$ cat src/rtl/osu_pkg.sv
// ----------------------------------------------------------------------------
// osu_pkg
// Shared types, constants and opcode tables for the operand stack shuffle unit.
// ----------------------------------------------------------------------------
package osu_pkg;

  localparam int STACK_DEPTH_DEF = 64;
  localparam int SLOT_BITS_DEF   = 32;
  localparam int LIMIT_W         = 7;
  localparam int OP_W            = 4;
  localparam int VALUE_W         = 32;
  localparam int STATUS_W        = 2;
  localparam int PICK_W          = 3;
  localparam int MAX_MAKE        = 6;

  localparam logic [LIMIT_W-1:0] LIMIT_RESET = 7'd64;
  localparam logic [PICK_W-1:0]  PICK_PUSH   = 3'd7;

  typedef enum logic [OP_W-1:0] {
    OP_PUSH    = 4'd0,
    OP_POP     = 4'd1,
    OP_POP2    = 4'd2,
    OP_DUP     = 4'd3,
    OP_DUP_X1  = 4'd4,
    OP_DUP_X2  = 4'd5,
    OP_DUP2    = 4'd6,
    OP_DUP2_X1 = 4'd7,
    OP_DUP2_X2 = 4'd8,
    OP_SWAP    = 4'd9
  } op_t;

  typedef enum logic [STATUS_W-1:0] {
    STATUS_DONE      = 2'd0,
    STATUS_UNDERFLOW = 2'd1,
    STATUS_OVERFLOW  = 2'd2
  } status_t;

  // slots consumed from the top
  function automatic logic [2:0] need_of(input logic [OP_W-1:0] op);
    logic [2:0] n;
    case (op)
      OP_PUSH:    n = 3'd0;
      OP_POP:     n = 3'd1;
      OP_POP2:    n = 3'd2;
      OP_DUP:     n = 3'd1;
      OP_DUP_X1:  n = 3'd2;
      OP_DUP_X2:  n = 3'd3;
      OP_DUP2:    n = 3'd2;
      OP_DUP2_X1: n = 3'd3;
      OP_DUP2_X2: n = 3'd4;
      OP_SWAP:    n = 3'd2;
      default:    n = 3'd0;
    endcase
    return n;
  endfunction

  // slots written back
  function automatic logic [2:0] make_of(input logic [OP_W-1:0] op);
    logic [2:0] m;
    case (op)
      OP_PUSH:    m = 3'd1;
      OP_POP:     m = 3'd0;
      OP_POP2:    m = 3'd0;
      OP_DUP:     m = 3'd2;
      OP_DUP_X1:  m = 3'd3;
      OP_DUP_X2:  m = 3'd4;
      OP_DUP2:    m = 3'd4;
      OP_DUP2_X1: m = 3'd5;
      OP_DUP2_X2: m = 3'd6;
      OP_SWAP:    m = 3'd2;
      default:    m = 3'd0;
    endcase
    return m;
  endfunction

  // new slots bottom to top, one octal digit each, first slot in the low digit
  // digit 0..3 picks old slot a (top) .. d, PICK_PUSH picks the pushed slot
  function automatic logic [PICK_W*MAX_MAKE-1:0] pick_row(input logic [OP_W-1:0] op);
    logic [PICK_W*MAX_MAKE-1:0] r;
    case (op)
      OP_PUSH:    r = 18'o000007;
      OP_DUP:     r = 18'o000000;
      OP_DUP_X1:  r = 18'o000010;
      OP_DUP_X2:  r = 18'o000120;
      OP_DUP2:    r = 18'o000101;
      OP_DUP2_X1: r = 18'o001201;
      OP_DUP2_X2: r = 18'o012301;
      OP_SWAP:    r = 18'o000010;
      default:    r = 18'o000000;
    endcase
    return r;
  endfunction

  function automatic logic [PICK_W-1:0] pick_of(input logic [OP_W-1:0] op,
                                                input logic [2:0] idx);
    logic [PICK_W*MAX_MAKE-1:0] r;
    logic [PICK_W-1:0] p;
    r = pick_row(op);
    p = '0;
    if (idx < 3'(MAX_MAKE)) begin
      p = r[PICK_W*idx +: PICK_W];
    end
    return p;
  endfunction

endpackage

$ cat src/rtl/osu_ram.sv
// ----------------------------------------------------------------------------
// osu_ram
// Generic simple dual-port RAM, one write port and one registered read port.
// ----------------------------------------------------------------------------
module osu_ram #(
  parameter int WIDTH = 33,
  parameter int DEPTH = 64
) (
  input  logic                     clk,
  input  logic                     we,
  input  logic [$clog2(DEPTH)-1:0] waddr,
  input  logic [WIDTH-1:0]         wdata,
  input  logic [$clog2(DEPTH)-1:0] raddr,
  output logic [WIDTH-1:0]         rdata
);

  logic [WIDTH-1:0] mem [DEPTH];

  always_ff @(posedge clk) begin
    if (we) begin
      mem[waddr] <= wdata;
    end
    rdata <= mem[raddr];
  end

endmodule

$ cat src/rtl/osu_core.sv
// ----------------------------------------------------------------------------
// osu_core
// Stack sequencer: checks bounds, reads the slots an operation consumes,
// writes back the rearranged slots and reports the new top and depth.
// ----------------------------------------------------------------------------
module osu_core #(
  parameter int STACK_DEPTH = osu_pkg::STACK_DEPTH_DEF,
  parameter int SLOT_BITS   = osu_pkg::SLOT_BITS_DEF
) (
  input  logic                               clk,
  input  logic                               rst,
  input  logic                               start,
  output logic                               busy,
  input  logic [osu_pkg::OP_W-1:0]           op,
  input  logic [osu_pkg::VALUE_W-1:0]        push_value,
  input  logic                               push_is_ref,
  input  logic [osu_pkg::LIMIT_W-1:0]        stack_limit,
  output logic                               ram_we,
  output logic [$clog2(STACK_DEPTH)-1:0]     ram_waddr,
  output logic [SLOT_BITS:0]                 ram_wdata,
  output logic [$clog2(STACK_DEPTH)-1:0]     ram_raddr,
  input  logic [SLOT_BITS:0]                 ram_rdata,
  output logic                               done,
  output logic [osu_pkg::VALUE_W-1:0]        top_value,
  output logic                               top_is_ref,
  output logic [$clog2(STACK_DEPTH+1)-1:0]   depth,
  output logic [osu_pkg::STATUS_W-1:0]       status
);

  localparam int ADDR_W = $clog2(STACK_DEPTH);
  localparam int PTR_W  = $clog2(STACK_DEPTH + 1);
  localparam int SLOT_W = SLOT_BITS + 1;
  localparam int CMP_W  = ((PTR_W > osu_pkg::LIMIT_W) ? PTR_W : osu_pkg::LIMIT_W) + 1;

  typedef enum logic [3:0] {
    S_IDLE  = 4'b0001,
    S_READ  = 4'b0010,
    S_WAIT  = 4'b0100,
    S_WRITE = 4'b1000
  } state_t;

  state_t                    state;
  logic [2:0]                idx;
  logic [PTR_W-1:0]          top_pointer;
  logic                      cap_valid;
  logic [1:0]                cap_idx;

  logic [osu_pkg::OP_W-1:0]  op_q;
  logic [SLOT_W-1:0]         push_q;
  logic [2:0]                need_q;
  logic [2:0]                make_q;
  logic [2:0]                rd_last_q;
  logic [PTR_W-1:0]          base_q;
  logic [SLOT_W-1:0]         old [4];
  logic [SLOT_W-1:0]         top_slot;

  logic [2:0]                need_d;
  logic [2:0]                make_d;
  logic [2:0]                rd_last_d;
  logic [PTR_W-1:0]          base_d;
  logic [CMP_W-1:0]          grown;
  logic                      unused_op;
  logic                      under;
  logic                      over;
  logic                      accept;
  logic                      reject;
  logic                      go;
  logic                      finish;
  logic [PTR_W-1:0]          rd_addr;
  logic [PTR_W-1:0]          wr_addr;
  logic [osu_pkg::PICK_W-1:0] pick;
  logic [SLOT_W-1:0]         fresh;
  logic [SLOT_W-1:0]         fin_top;
  logic [PTR_W-1:0]          fin_depth;

  // decode and bounds check of the beat offered at start
  always_comb begin
    need_d    = osu_pkg::need_of(op);
    make_d    = osu_pkg::make_of(op);
    base_d    = top_pointer - PTR_W'(need_d);
    grown     = CMP_W'(top_pointer) + CMP_W'(make_d) - CMP_W'(need_d);
    unused_op = op > osu_pkg::OP_SWAP;
    under     = top_pointer < PTR_W'(need_d);
    over      = (make_d > need_d) &&
                ((grown > CMP_W'(stack_limit)) || (grown > CMP_W'(STACK_DEPTH)));
    if (make_d == 3'd0 && base_d != '0) begin
      rd_last_d = need_d;
    end else if (need_d == 3'd0) begin
      rd_last_d = 3'd0;
    end else begin
      rd_last_d = need_d - 3'd1;
    end
  end

  assign busy   = state != S_IDLE;
  assign accept = start && state == S_IDLE;
  assign reject = accept && (unused_op || under || over);
  assign go     = accept && !reject;

  // slot a is cached in top_slot, the rest come from memory
  assign rd_addr   = top_pointer - PTR_W'(1) - PTR_W'(idx);
  assign ram_raddr = rd_addr[ADDR_W-1:0];

  assign pick      = osu_pkg::pick_of(op_q, idx);
  assign fresh     = (pick == osu_pkg::PICK_PUSH) ? push_q : old[pick[1:0]];
  assign wr_addr   = base_q + PTR_W'(idx);
  assign ram_waddr = wr_addr[ADDR_W-1:0];
  assign ram_wdata = fresh;
  assign ram_we    = state == S_WRITE && make_q != 3'd0;

  assign finish    = state == S_WRITE && (make_q == 3'd0 || idx == make_q - 3'd1);
  assign fin_top   = (make_q == 3'd0) ? old[need_q[1:0]] : fresh;
  assign fin_depth = base_q + PTR_W'(make_q);

  always_ff @(posedge clk) begin
    if (rst) begin
      state       <= S_IDLE;
      idx         <= '0;
      top_pointer <= '0;
      cap_valid   <= 1'b0;
      done        <= 1'b0;
    end else begin
      done      <= reject || finish;
      cap_valid <= state == S_READ;
      case (state)
        S_IDLE: begin
          if (go) begin
            if (rd_last_d != 3'd0) begin
              state <= S_READ;
              idx   <= 3'd1;
            end else begin
              state <= S_WRITE;
              idx   <= 3'd0;
            end
          end
        end
        S_READ: begin
          if (idx == rd_last_q) begin
            state <= S_WAIT;
          end else begin
            idx <= idx + 3'd1;
          end
        end
        S_WAIT: begin
          state <= S_WRITE;
          idx   <= 3'd0;
        end
        S_WRITE: begin
          if (finish) begin
            state       <= S_IDLE;
            top_pointer <= fin_depth;
          end else begin
            idx <= idx + 3'd1;
          end
        end
        default: begin
          state <= S_IDLE;
        end
      endcase
    end
  end

  always_ff @(posedge clk) begin
    cap_idx <= idx[1:0];
    if (go) begin
      op_q      <= op;
      push_q    <= {push_is_ref, SLOT_BITS'(push_value)};
      need_q    <= need_d;
      make_q    <= make_d;
      rd_last_q <= rd_last_d;
      base_q    <= base_d;
      old[0]    <= top_slot;
    end
    if (cap_valid) begin
      old[cap_idx] <= ram_rdata;
    end
    if (reject) begin
      top_value  <= (top_pointer != '0) ? top_slot[osu_pkg::VALUE_W-1:0] : '0;
      top_is_ref <= (top_pointer != '0) && top_slot[SLOT_W-1];
      depth      <= top_pointer;
      if (unused_op) begin
        status <= osu_pkg::STATUS_DONE;
      end else if (under) begin
        status <= osu_pkg::STATUS_UNDERFLOW;
      end else begin
        status <= osu_pkg::STATUS_OVERFLOW;
      end
    end
    if (finish) begin
      top_slot   <= fin_top;
      top_value  <= (fin_depth != '0) ? fin_top[osu_pkg::VALUE_W-1:0] : '0;
      top_is_ref <= (fin_depth != '0) && fin_top[SLOT_W-1];
      depth      <= fin_depth;
      status     <= osu_pkg::STATUS_DONE;
    end
  end

endmodule

$ cat src/rtl/operand_stack_shuffle_unit.sv
// ----------------------------------------------------------------------------
// operand_stack_shuffle_unit
// Operand stack with push, pop and the dup/swap shuffle bytecodes.
//
// Command channel: drive op, push_value and push_is_ref with start; the beat
// is taken at a clock edge where start is high and busy is low. Each command
// gives exactly one result: done is high for one cycle with top_value,
// top_is_ref, depth and status. The receiver cannot stall and must take the
// result in that cycle. busy is low again in the cycle done is high, so the
// next command may be issued there.
// Rejected (underflow, overflow) or unused opcodes are reported without
// touching the slot memory. Otherwise the core reads R slots from memory,
// waits for the last read, then runs W write steps and reports. R is
// need - 1 (0 for push), or need for pops that expose an older slot;
// W = max(1, slots written back). The slot memory has a single write port:
// one slot a cycle is written back.
// Limit port: cfg_valid/cfg_ready write stack_limit, always ready; write only
// while no command is in flight. Reset empties the stack and sets the limit
// to 64; slot memory contents are not cleared.
// ----------------------------------------------------------------------------
module operand_stack_shuffle_unit #(
  parameter int STACK_DEPTH = osu_pkg::STACK_DEPTH_DEF,
  parameter int SLOT_BITS   = osu_pkg::SLOT_BITS_DEF
) (
  input  logic                             clk,
  input  logic                             rst,
  input  logic                             start,
  output logic                             busy,
  input  logic [osu_pkg::OP_W-1:0]         op,
  input  logic [osu_pkg::VALUE_W-1:0]      push_value,
  input  logic                             push_is_ref,
  input  logic                             cfg_valid,
  output logic                             cfg_ready,
  input  logic [osu_pkg::LIMIT_W-1:0]      cfg_data,
  output logic                             done,
  output logic [osu_pkg::VALUE_W-1:0]      top_value,
  output logic                             top_is_ref,
  output logic [$clog2(STACK_DEPTH+1)-1:0] depth,
  output logic [osu_pkg::STATUS_W-1:0]     status
);

  localparam int ADDR_W = $clog2(STACK_DEPTH);
  localparam int SLOT_W = SLOT_BITS + 1;

  logic [osu_pkg::LIMIT_W-1:0] stack_limit;
  logic                        ram_we;
  logic [ADDR_W-1:0]           ram_waddr;
  logic [SLOT_W-1:0]           ram_wdata;
  logic [ADDR_W-1:0]           ram_raddr;
  logic [SLOT_W-1:0]           ram_rdata;

  assign cfg_ready = 1'b1;

  always_ff @(posedge clk) begin
    if (rst) begin
      stack_limit <= osu_pkg::LIMIT_RESET;
    end else if (cfg_valid && cfg_ready) begin
      stack_limit <= cfg_data;
    end
  end

  osu_core #(
    .STACK_DEPTH (STACK_DEPTH),
    .SLOT_BITS   (SLOT_BITS)
  ) u_core (
    .clk         (clk),
    .rst         (rst),
    .start       (start),
    .busy        (busy),
    .op          (op),
    .push_value  (push_value),
    .push_is_ref (push_is_ref),
    .stack_limit (stack_limit),
    .ram_we      (ram_we),
    .ram_waddr   (ram_waddr),
    .ram_wdata   (ram_wdata),
    .ram_raddr   (ram_raddr),
    .ram_rdata   (ram_rdata),
    .done        (done),
    .top_value   (top_value),
    .top_is_ref  (top_is_ref),
    .depth       (depth),
    .status      (status)
  );

  osu_ram #(
    .WIDTH (SLOT_W),
    .DEPTH (STACK_DEPTH)
  ) u_slots (
    .clk   (clk),
    .we    (ram_we),
    .waddr (ram_waddr),
    .wdata (ram_wdata),
    .raddr (ram_raddr),
    .rdata (ram_rdata)
  );

  // a taken command either reports right away or keeps the unit busy
  a_accept_progress: assert property (@(posedge clk) disable iff (rst)
    (start && !busy) |=> (done || busy))
    else $error("accepted command neither busy nor done");

  a_done_idle: assert property (@(posedge clk) disable iff (rst)
    done |-> !busy)
    else $error("result reported while busy");

  a_depth_bound: assert property (@(posedge clk) disable iff (rst)
    done |-> (depth <= ($clog2(STACK_DEPTH+1))'(STACK_DEPTH)))
    else $error("depth beyond stack size");

  a_empty_top: assert property (@(posedge clk) disable iff (rst)
    (done && depth == '0) |-> (top_value == '0 && !top_is_ref))
    else $error("empty stack reports a top slot");

  a_no_write_idle: assert property (@(posedge clk) disable iff (rst)
    ram_we |-> busy)
    else $error("slot memory written while idle");

endmodule
$ cat config.mk
export PLATFORM = sky130hd
export DESIGN_NAME = operand_stack_shuffle_unit
export DESIGN_NICKNAME = d
export VERILOG_FILES = /design/src/rtl/osu_pkg.sv /design/src/rtl/osu_ram.sv /design/src/rtl/osu_core.sv /design/src/rtl/operand_stack_shuffle_unit.sv
export SDC_FILE = /design/constraint.sdc
export NUM_CORES = 2
export LEC_CHECK = 0
export BUFFER_PORTS_ARGS = -buffer_cell sky130_fd_sc_hd__buf_2
export CAP_MARGIN = 30
export CORE_UTILIZATION = 51
export CTS_BUF_LIST = sky130_fd_sc_hd__clkbuf_4
export CTS_CLUSTER_DIAMETER = 40
export CTS_CLUSTER_SIZE = 12
export DETAILED_ROUTE_END_ITERATION = 6
export GPL_TIMING_DRIVEN = 0
export PLACE_DENSITY = 0.66
export SETUP_SLACK_MARGIN = 0.5
export SLEW_MARGIN = 0
export SYNTH_ARGS = -nofsm -noshare
export SYNTH_HDL_FRONTEND = slang
export SYNTH_HIERARCHICAL = 1
export SYNTH_SLANG_ARGS = --single-unit
export TNS_END_PERCENT = 30
$ cat constraint.sdc
create_clock -name clk -period 18.3 [get_ports clk]
set_input_delay 3.66 -clock clk [delete_from_list [all_inputs] [get_ports clk]]
set_output_delay 3.66 -clock clk [all_outputs]
set_load 0.005 [all_outputs]
# Yosys cells after proc, flatten, opt, wreduce, memory -nomap -nowiden
# Memory sizes are Yosys's and may differ from the RTL's. A register that Yosys moved wholly into a read port is not among the register bits.
# Index checks and enable logic that the tools add are counted.
# word_totals
ram_bits,2244
elab_cells,115
n_memories,5
inputBits,48
out_inout_bits,45
mem_bits_ro,256
ff_bits,152
# classes
n_addsub,10
mul,1
shifts,1
eq_ne,13
n_lt_le_gt_ge,6
mux,33
n_reduce_logical,28
# mem_list
name,words,word_bits,read_ports,rd_clocked_by_memory_dff,write_ports,line,rtl
u_slots.mem,64,33,1,1,1,osu_ram.sv:17,logic [WIDTH-1:0] mem [DEPTH];
(name not given),16,10,1,1,0,osu_pkg.sv:80,case (op)
u_core.old,4,33,2,1,2,osu_core.sv:54,logic [SLOT_W-1:0] old [4];
(name not given),16,3,1,0,0,osu_pkg.sv:41,case (op)
(name not given),16,3,1,0,0,osu_pkg.sv:60,case (op)
# op_table
cell,n
32-bit two-way mux,4
33-bit two-way mux,2
7-bit nonzero test,3
4-bit two-way mux,5
3-bit two-way mux,6
18-bit by 6-bit variable part select with 3-bit output,1
4-bit one-hot mux with 4 select lines,1
7-bit two-way mux,2
3-bit one-hot mux with 4 select lines,1
1-bit logical AND,9
3-bit logical NOT,3
1-bit two-way mux,9
7-bit by 3-bit adder with 8-bit output,1
8-bit by 7-bit > comparator with 1-bit output,1
"8-bit by 7-bit > comparator with 1-bit output, second input constant",1
8-bit by 3-bit subtractor with 8-bit output,1
7-bit by 3-bit adder with 7-bit output,1
7-bit by 3-bit less-than comparator with 1-bit output,1
7-bit by 3-bit subtractor with 7-bit output,1
6-bit by 3-bit adder with 6-bit output,1
3-bit == test,2
2-bit two-way mux,3
"2-bit inequality test, second input constant",3
3-bit nonzero test,2
other kinds (22),28

# Depth between registers and ports, before layout
# An unclocked memory read counts as a cell.
# logic_depth
ltp_word,12
mapped_depth,25
mapped_depth_nobuf,24

# Cells and area by module
# The synthesis kept the hierarchy.
# modules_own_cells
mod,cells_per_inst,seq_area_each_um2,n_inst,area_each_um2
osu_ram,3598,64081.5,1,81192.9
osu_core,1167,8318.0,1,14572.7
operand_stack_shuffle_unit,24,140.1,1,262.8

# Worst setup path before layout
# OpenSTA, ideal clock, no wires.
# synth_timing
path_kind,input -> register
start,input port op[3] (netlist bit)
end,"register u_core.depth[0], enable pin"
setup_time_ps,447
t_arrival_ps,8997
required_time_ps,17853
slack_ps,8856
path_stages,20
path_buffers,1
path_cell_list,clkbuf_1 -> nor2b_1 -> nand2_1 -> o21ai_0 -> inv_1 -> fa_1 -> inv_1 -> ha_1 -> and3_1 -> o21ai_0 -> a21oi_1 -> or2_2 -> ha_1 -> nand3_1 -> nor2_1 -> a21oi_1 -> o21ai_0 -> a31oi_2 -> nor2_1 -> o21bai_1
# synth_via
elab_chain_cells,9
word_cells_on_any_way,15
classes_between,2 x add/sub; 5 x order compare; 6 x reduce/logical; 2 x memory
# synth_lines
item,line,rtl
start: declaration,operand_stack_shuffle_unit.sv:29,"input logic [osu_pkg::OP_W-1:0] op,"
memory read 16 x 3 bit *,-,
via u_core.make_d[2],osu_core.sv:58,logic [2:0] make_d;
7-bit by 3-bit adder with 8-bit output,osu_core.sv:81,grown = CMP_W'(top_pointer) + CMP_W'(make_d) - CMP_W'(need_d);
8-bit by 3-bit subtractor with 8-bit output,osu_core.sv:81,
8-bit by 7-bit > comparator with 1-bit output,osu_core.sv:85,((grown > CMP_W'(stack_limit)) || (grown > CMP_W'(STACK_DEPTH)));
1-bit logical OR,osu_core.sv:85,
1-bit logical AND *,osu_core.sv:84,over = (make_d > need_d) &&
1-bit logical OR *,osu_core.sv:97,assign reject = accept && (unused_op || under || over);
1-bit logical AND *,osu_core.sv:97,
2-bit nonzero test (no line) *,-,
end signal: assignment,osu_core.sv:180,depth <= top_pointer;
end signal: assignment,osu_core.sv:193,depth <= fin_depth;
end: declaration,osu_core.sv:26,"output logic [$clog2(STACK_DEPTH+1)-1:0] depth,"
# The timed path passes the listed nets; every way through them passes the cells marked *.
# A chain may end at the register's enable or synchronous reset.

==> impl_metrics.json <==
{
  "violations": "DRC",
  "min_path_type": "reg2reg",
  "grt_pass1_vias": 51800,
  "end_kind": "flip-flop",
  "drive_gt1_share_pct": 29.0,
  "stdcell_area_um2": 109000,
  "worst_slack_ps": 8990,
  "finalHoldViolCount": 0,
  "synth-edff-count": 2369,
  "leakagePower_nw": 35.5,
  "yosys_warnings": 6,
  "port_buffers": 90,
  "clock-sinks": 2439,
  "htreeDepth": 5,
  "cts_buffers": 332,
  "slew_viol_final": 0,
  "fin_cells": 8141,
  "place_congestion": 0.914,
  "hp-start": "u_core/idx[1]$_SDFFE_PP0P_",
  "power.density_nw_per_um2": 101,
  "drc": 1,
  "crit_path_start": "op[3]",
  "synth_commonest_cells": "edfxtp_1, mux4_2, nand2_1, mux2i_1, clkbuf_1",
  "nets": 5496,
  "dp.cells": 7542,
  "grt_use_total_pct": 29.8,
  "wl_mm": 283,
  "num_vias": 53200,
  "grt_max_degree": 52,
  "yosys.cell_types.count": 87,
  "netlist_top_cells_area": "edfxtp_1, mux4_2, dfxtp_1",
  "maxSlewHeadroom_pct": 26.0,
  "wl_per_cell_um": 34.8,
  "core_um2": 186000,
  "syn-cell-area_um2": 96000,
  "grt-ovfl-total": 0,
  "finalCritPeriodShare_pct": 50.9,
  "async_reset_ff_share_pct": 0,
  "clock_path_buffers": 4,
  "synthFlopType": "edfxtp_1",
  "worstPathRequired_ps": 19550,
  "syn_avg_cell_area_um2": 20.1,
  "status": "finished, violations left",
  "yosysSeqAreaShare_pct": 75.5,
  "place_ws_ps": 7650,
  "setup_viol": 0,
  "rr_worst_depth": 12,
  "die_w_um": 436,
  "placementRows": 158,
  "grt_pass1_wl_mm": 394,
  "worst-setup-path-type": "in2reg",
  "cts_tree": "done",
  "crit_fanout": 40,
  "post_cts_resized": 0,
  "syn_inst": 4789,
  "dr.pass1.iters": 7,
  "maxCapViolations": 0,
  "grt_antenna_before_repair": 18,
  "clock_insertion_delay_worst_skew_ps": 1440,
  "pin_count": 93,
  "hpwl_mm": 194,
  "fmax_mhz": 107,
  "rsz0062_at_grt": "no",
  "synth_most_common_cell": "edfxtp_1",
  "fin_tns_setup_ps": 0,
  "initial_core_util_pct": 51.6,
  "arrival_ps": 10550,
  "syn-num-nets": 4889,
  "startpoint_type": "input pin",
  "die_y_um": 436,
  "finalClockSkew_ps": 98.5,
  "ctsHoldBuffers": 0,
  "drtIter0Drc": 7970,
  "placed_cell_area_um2": 104000,
  "viasPerCell": 6.53,
  "root_buffer": "clkbuf_4",
  "ant_nets": 0,
  "worst_pin_slew_ps": 1110,
  "post_cts_buffers": 0,
  "synth_top_area_cell": "edfxtp_1",
  "syn_to_final_growth_pct": 13.3,
  "synth_seq_cells": 2439,
  "reg2reg_to": "u_slots/rdata[17]$_DFF_P_",
  "clkTransAtPathRegs_ps": 100,
  "fp.dieArea_um2": 190000,
  "r2r_slack_ps": 11900,
  "netlist.area_leader.share_pct": 74.1,
  "r2r_start": "u_core/idx[0]$_SDFFE_PP0P_",
  "period_needed_ps": 9310,
  "peakVddDrop_v": 0.0000848,
  "whs_ps": 426
}
==> worst min-delay path by stage <==
stage                                      to  slack [ps]  cells past startpoint
floorplan           u_core/cap_idx[1]$_DFF_P_         370                      0
global placement    u_core/cap_idx[1]$_DFF_P_         420                      0
detailed placement  u_core/cap_idx[1]$_DFF_P_         420                      0
CTS                 u_core/cap_idx[1]$_DFF_P_         430                      0
global route        u_core/cap_idx[1]$_DFF_P_         450                      0
finish              u_core/cap_idx[1]$_DFF_P_         430                      0
==> cells in the final DEF, fill, tap and decap left out, types with 37 or more instances in the layout <==
cell type | netlist | final
edfxtp_1 | 2369 | 2369
mux4_2 | 520 | 520
clkbuf_4 | 0 | 372
nand2_1 | 236 | 236
buf_2 | 68 | 158
mux2i_1 | 132 | 132
clkbuf_1 | 129 | 128
nand3_1 | 93 | 93
buf_12 | 1 | 85
a22oi_1 | 78 | 78
inv_1 | 79 | 72
dfxtp_1 | 70 | 70
o22ai_1 | 66 | 66
nor2_4 | 0 | 63
nor2_1 | 126 | 62
buf_8 | 5 | 62
a21oi_1 | 50 | 50
nor2b_1 | 49 | 49
ha_1 | 47 | 47
o221ai_1 | 52 | 46
a211oi_1 | 44 | 44
mux2_2 | 44 | 44
buf_6 | 32 | 43
nand4_1 | 43 | 43
and3_1 | 43 | 42
clkinv_2 | 0 | 37
and2_1 | 37 | 37
==> flip-flops by register name, indices dropped and copies added (netlist names), 32 cells and up, named ones only <==
register	cells
u_core/push_q	33
u_core/top_value	32
u_core/top_slot	33
u_slots/rdata	33
u_core/old	132
u_slots/mem	2112
==> per-stage QoR <==
step	utilization [%]	power, mW
global placement	53.5	7.41
CTS	58.4	11.0
global route	58.4	11.3
detailed placement	55.8	7.51
finish	58.4	11.0
floorplan	-	7.01
==> cells by family (layout without fill, tap and decap cells) <==
kind of cell | count (synthesis) | in the layout | share of synthesized area [%]
buffers and inverters | 351 | 1188 | 1.86
other | 1 | 36 | 0.00391
muxes | 698 | 698 | 14.1
xor gates and xnor gates | 32 | 32 | 0.292
DFF | 2439 | 2439 | 75.5
and+or+nand+nor | 711 | 711 | 3.65
AOI/OAI and AO/OA | 505 | 505 | 3.82
adders and majority gates | 52 | 52 | 0.717
==> per-layer routing <==
layer,part of all wire [%],vias to the layer above,track usage [%],wire length (um)
met5,0.022,-,0,61
met4,5.3,10,14.1,15100
met3,12,680,6.96,34200
met2,46,3584,45.3,130000
met1,37,27800,41.0,104000
li1,-,21100,-,-
==> power by group <==
group	internal [mW]	total (mW)	switching, mW	leakage, nW
Combinational	0.360	1.04	0.678	10.9
Sequential	6.34	6.36	0.0195	21.9
Clock	1.53	3.56	2.03	2.64
==> worst max-delay path, stage by stage <==
cell	delay [ps]
buf_2	130
clkbuf_1	340
nor2b_1	260
nand2_1	220
o21ai_0	270
inv_1	130
fa_1	520
inv_1	60
ha_1	350
o21ai_1	130
o21a_1	190
nor4_1	400
ha_1	320
a21o_1	160
a21oi_1	180
nand2b_1	70
o21ai_0	510
a31oi_2	280
nor3_4	450
buf_2	600
buf_12	310
mux2i_1	160
ha_1	230
or3_1	340
a32o_1	260
==> layout make-up <==
class / instances / area (um^2)
well taps: 2480 / 3100
repair buffers: 273 / 3860
multi-input cells: 1999 / 22600
fillers: 13600 / 77400
plain buffers: 270 / 1480
clock buffers: 372 / 2790
inverters: 81 / 304
diodes: 35 / 87.6
clock inverters: 192 / 2070
flip-flops and latches: 2439 / 72500
Power figures use the tool's default switching activity.
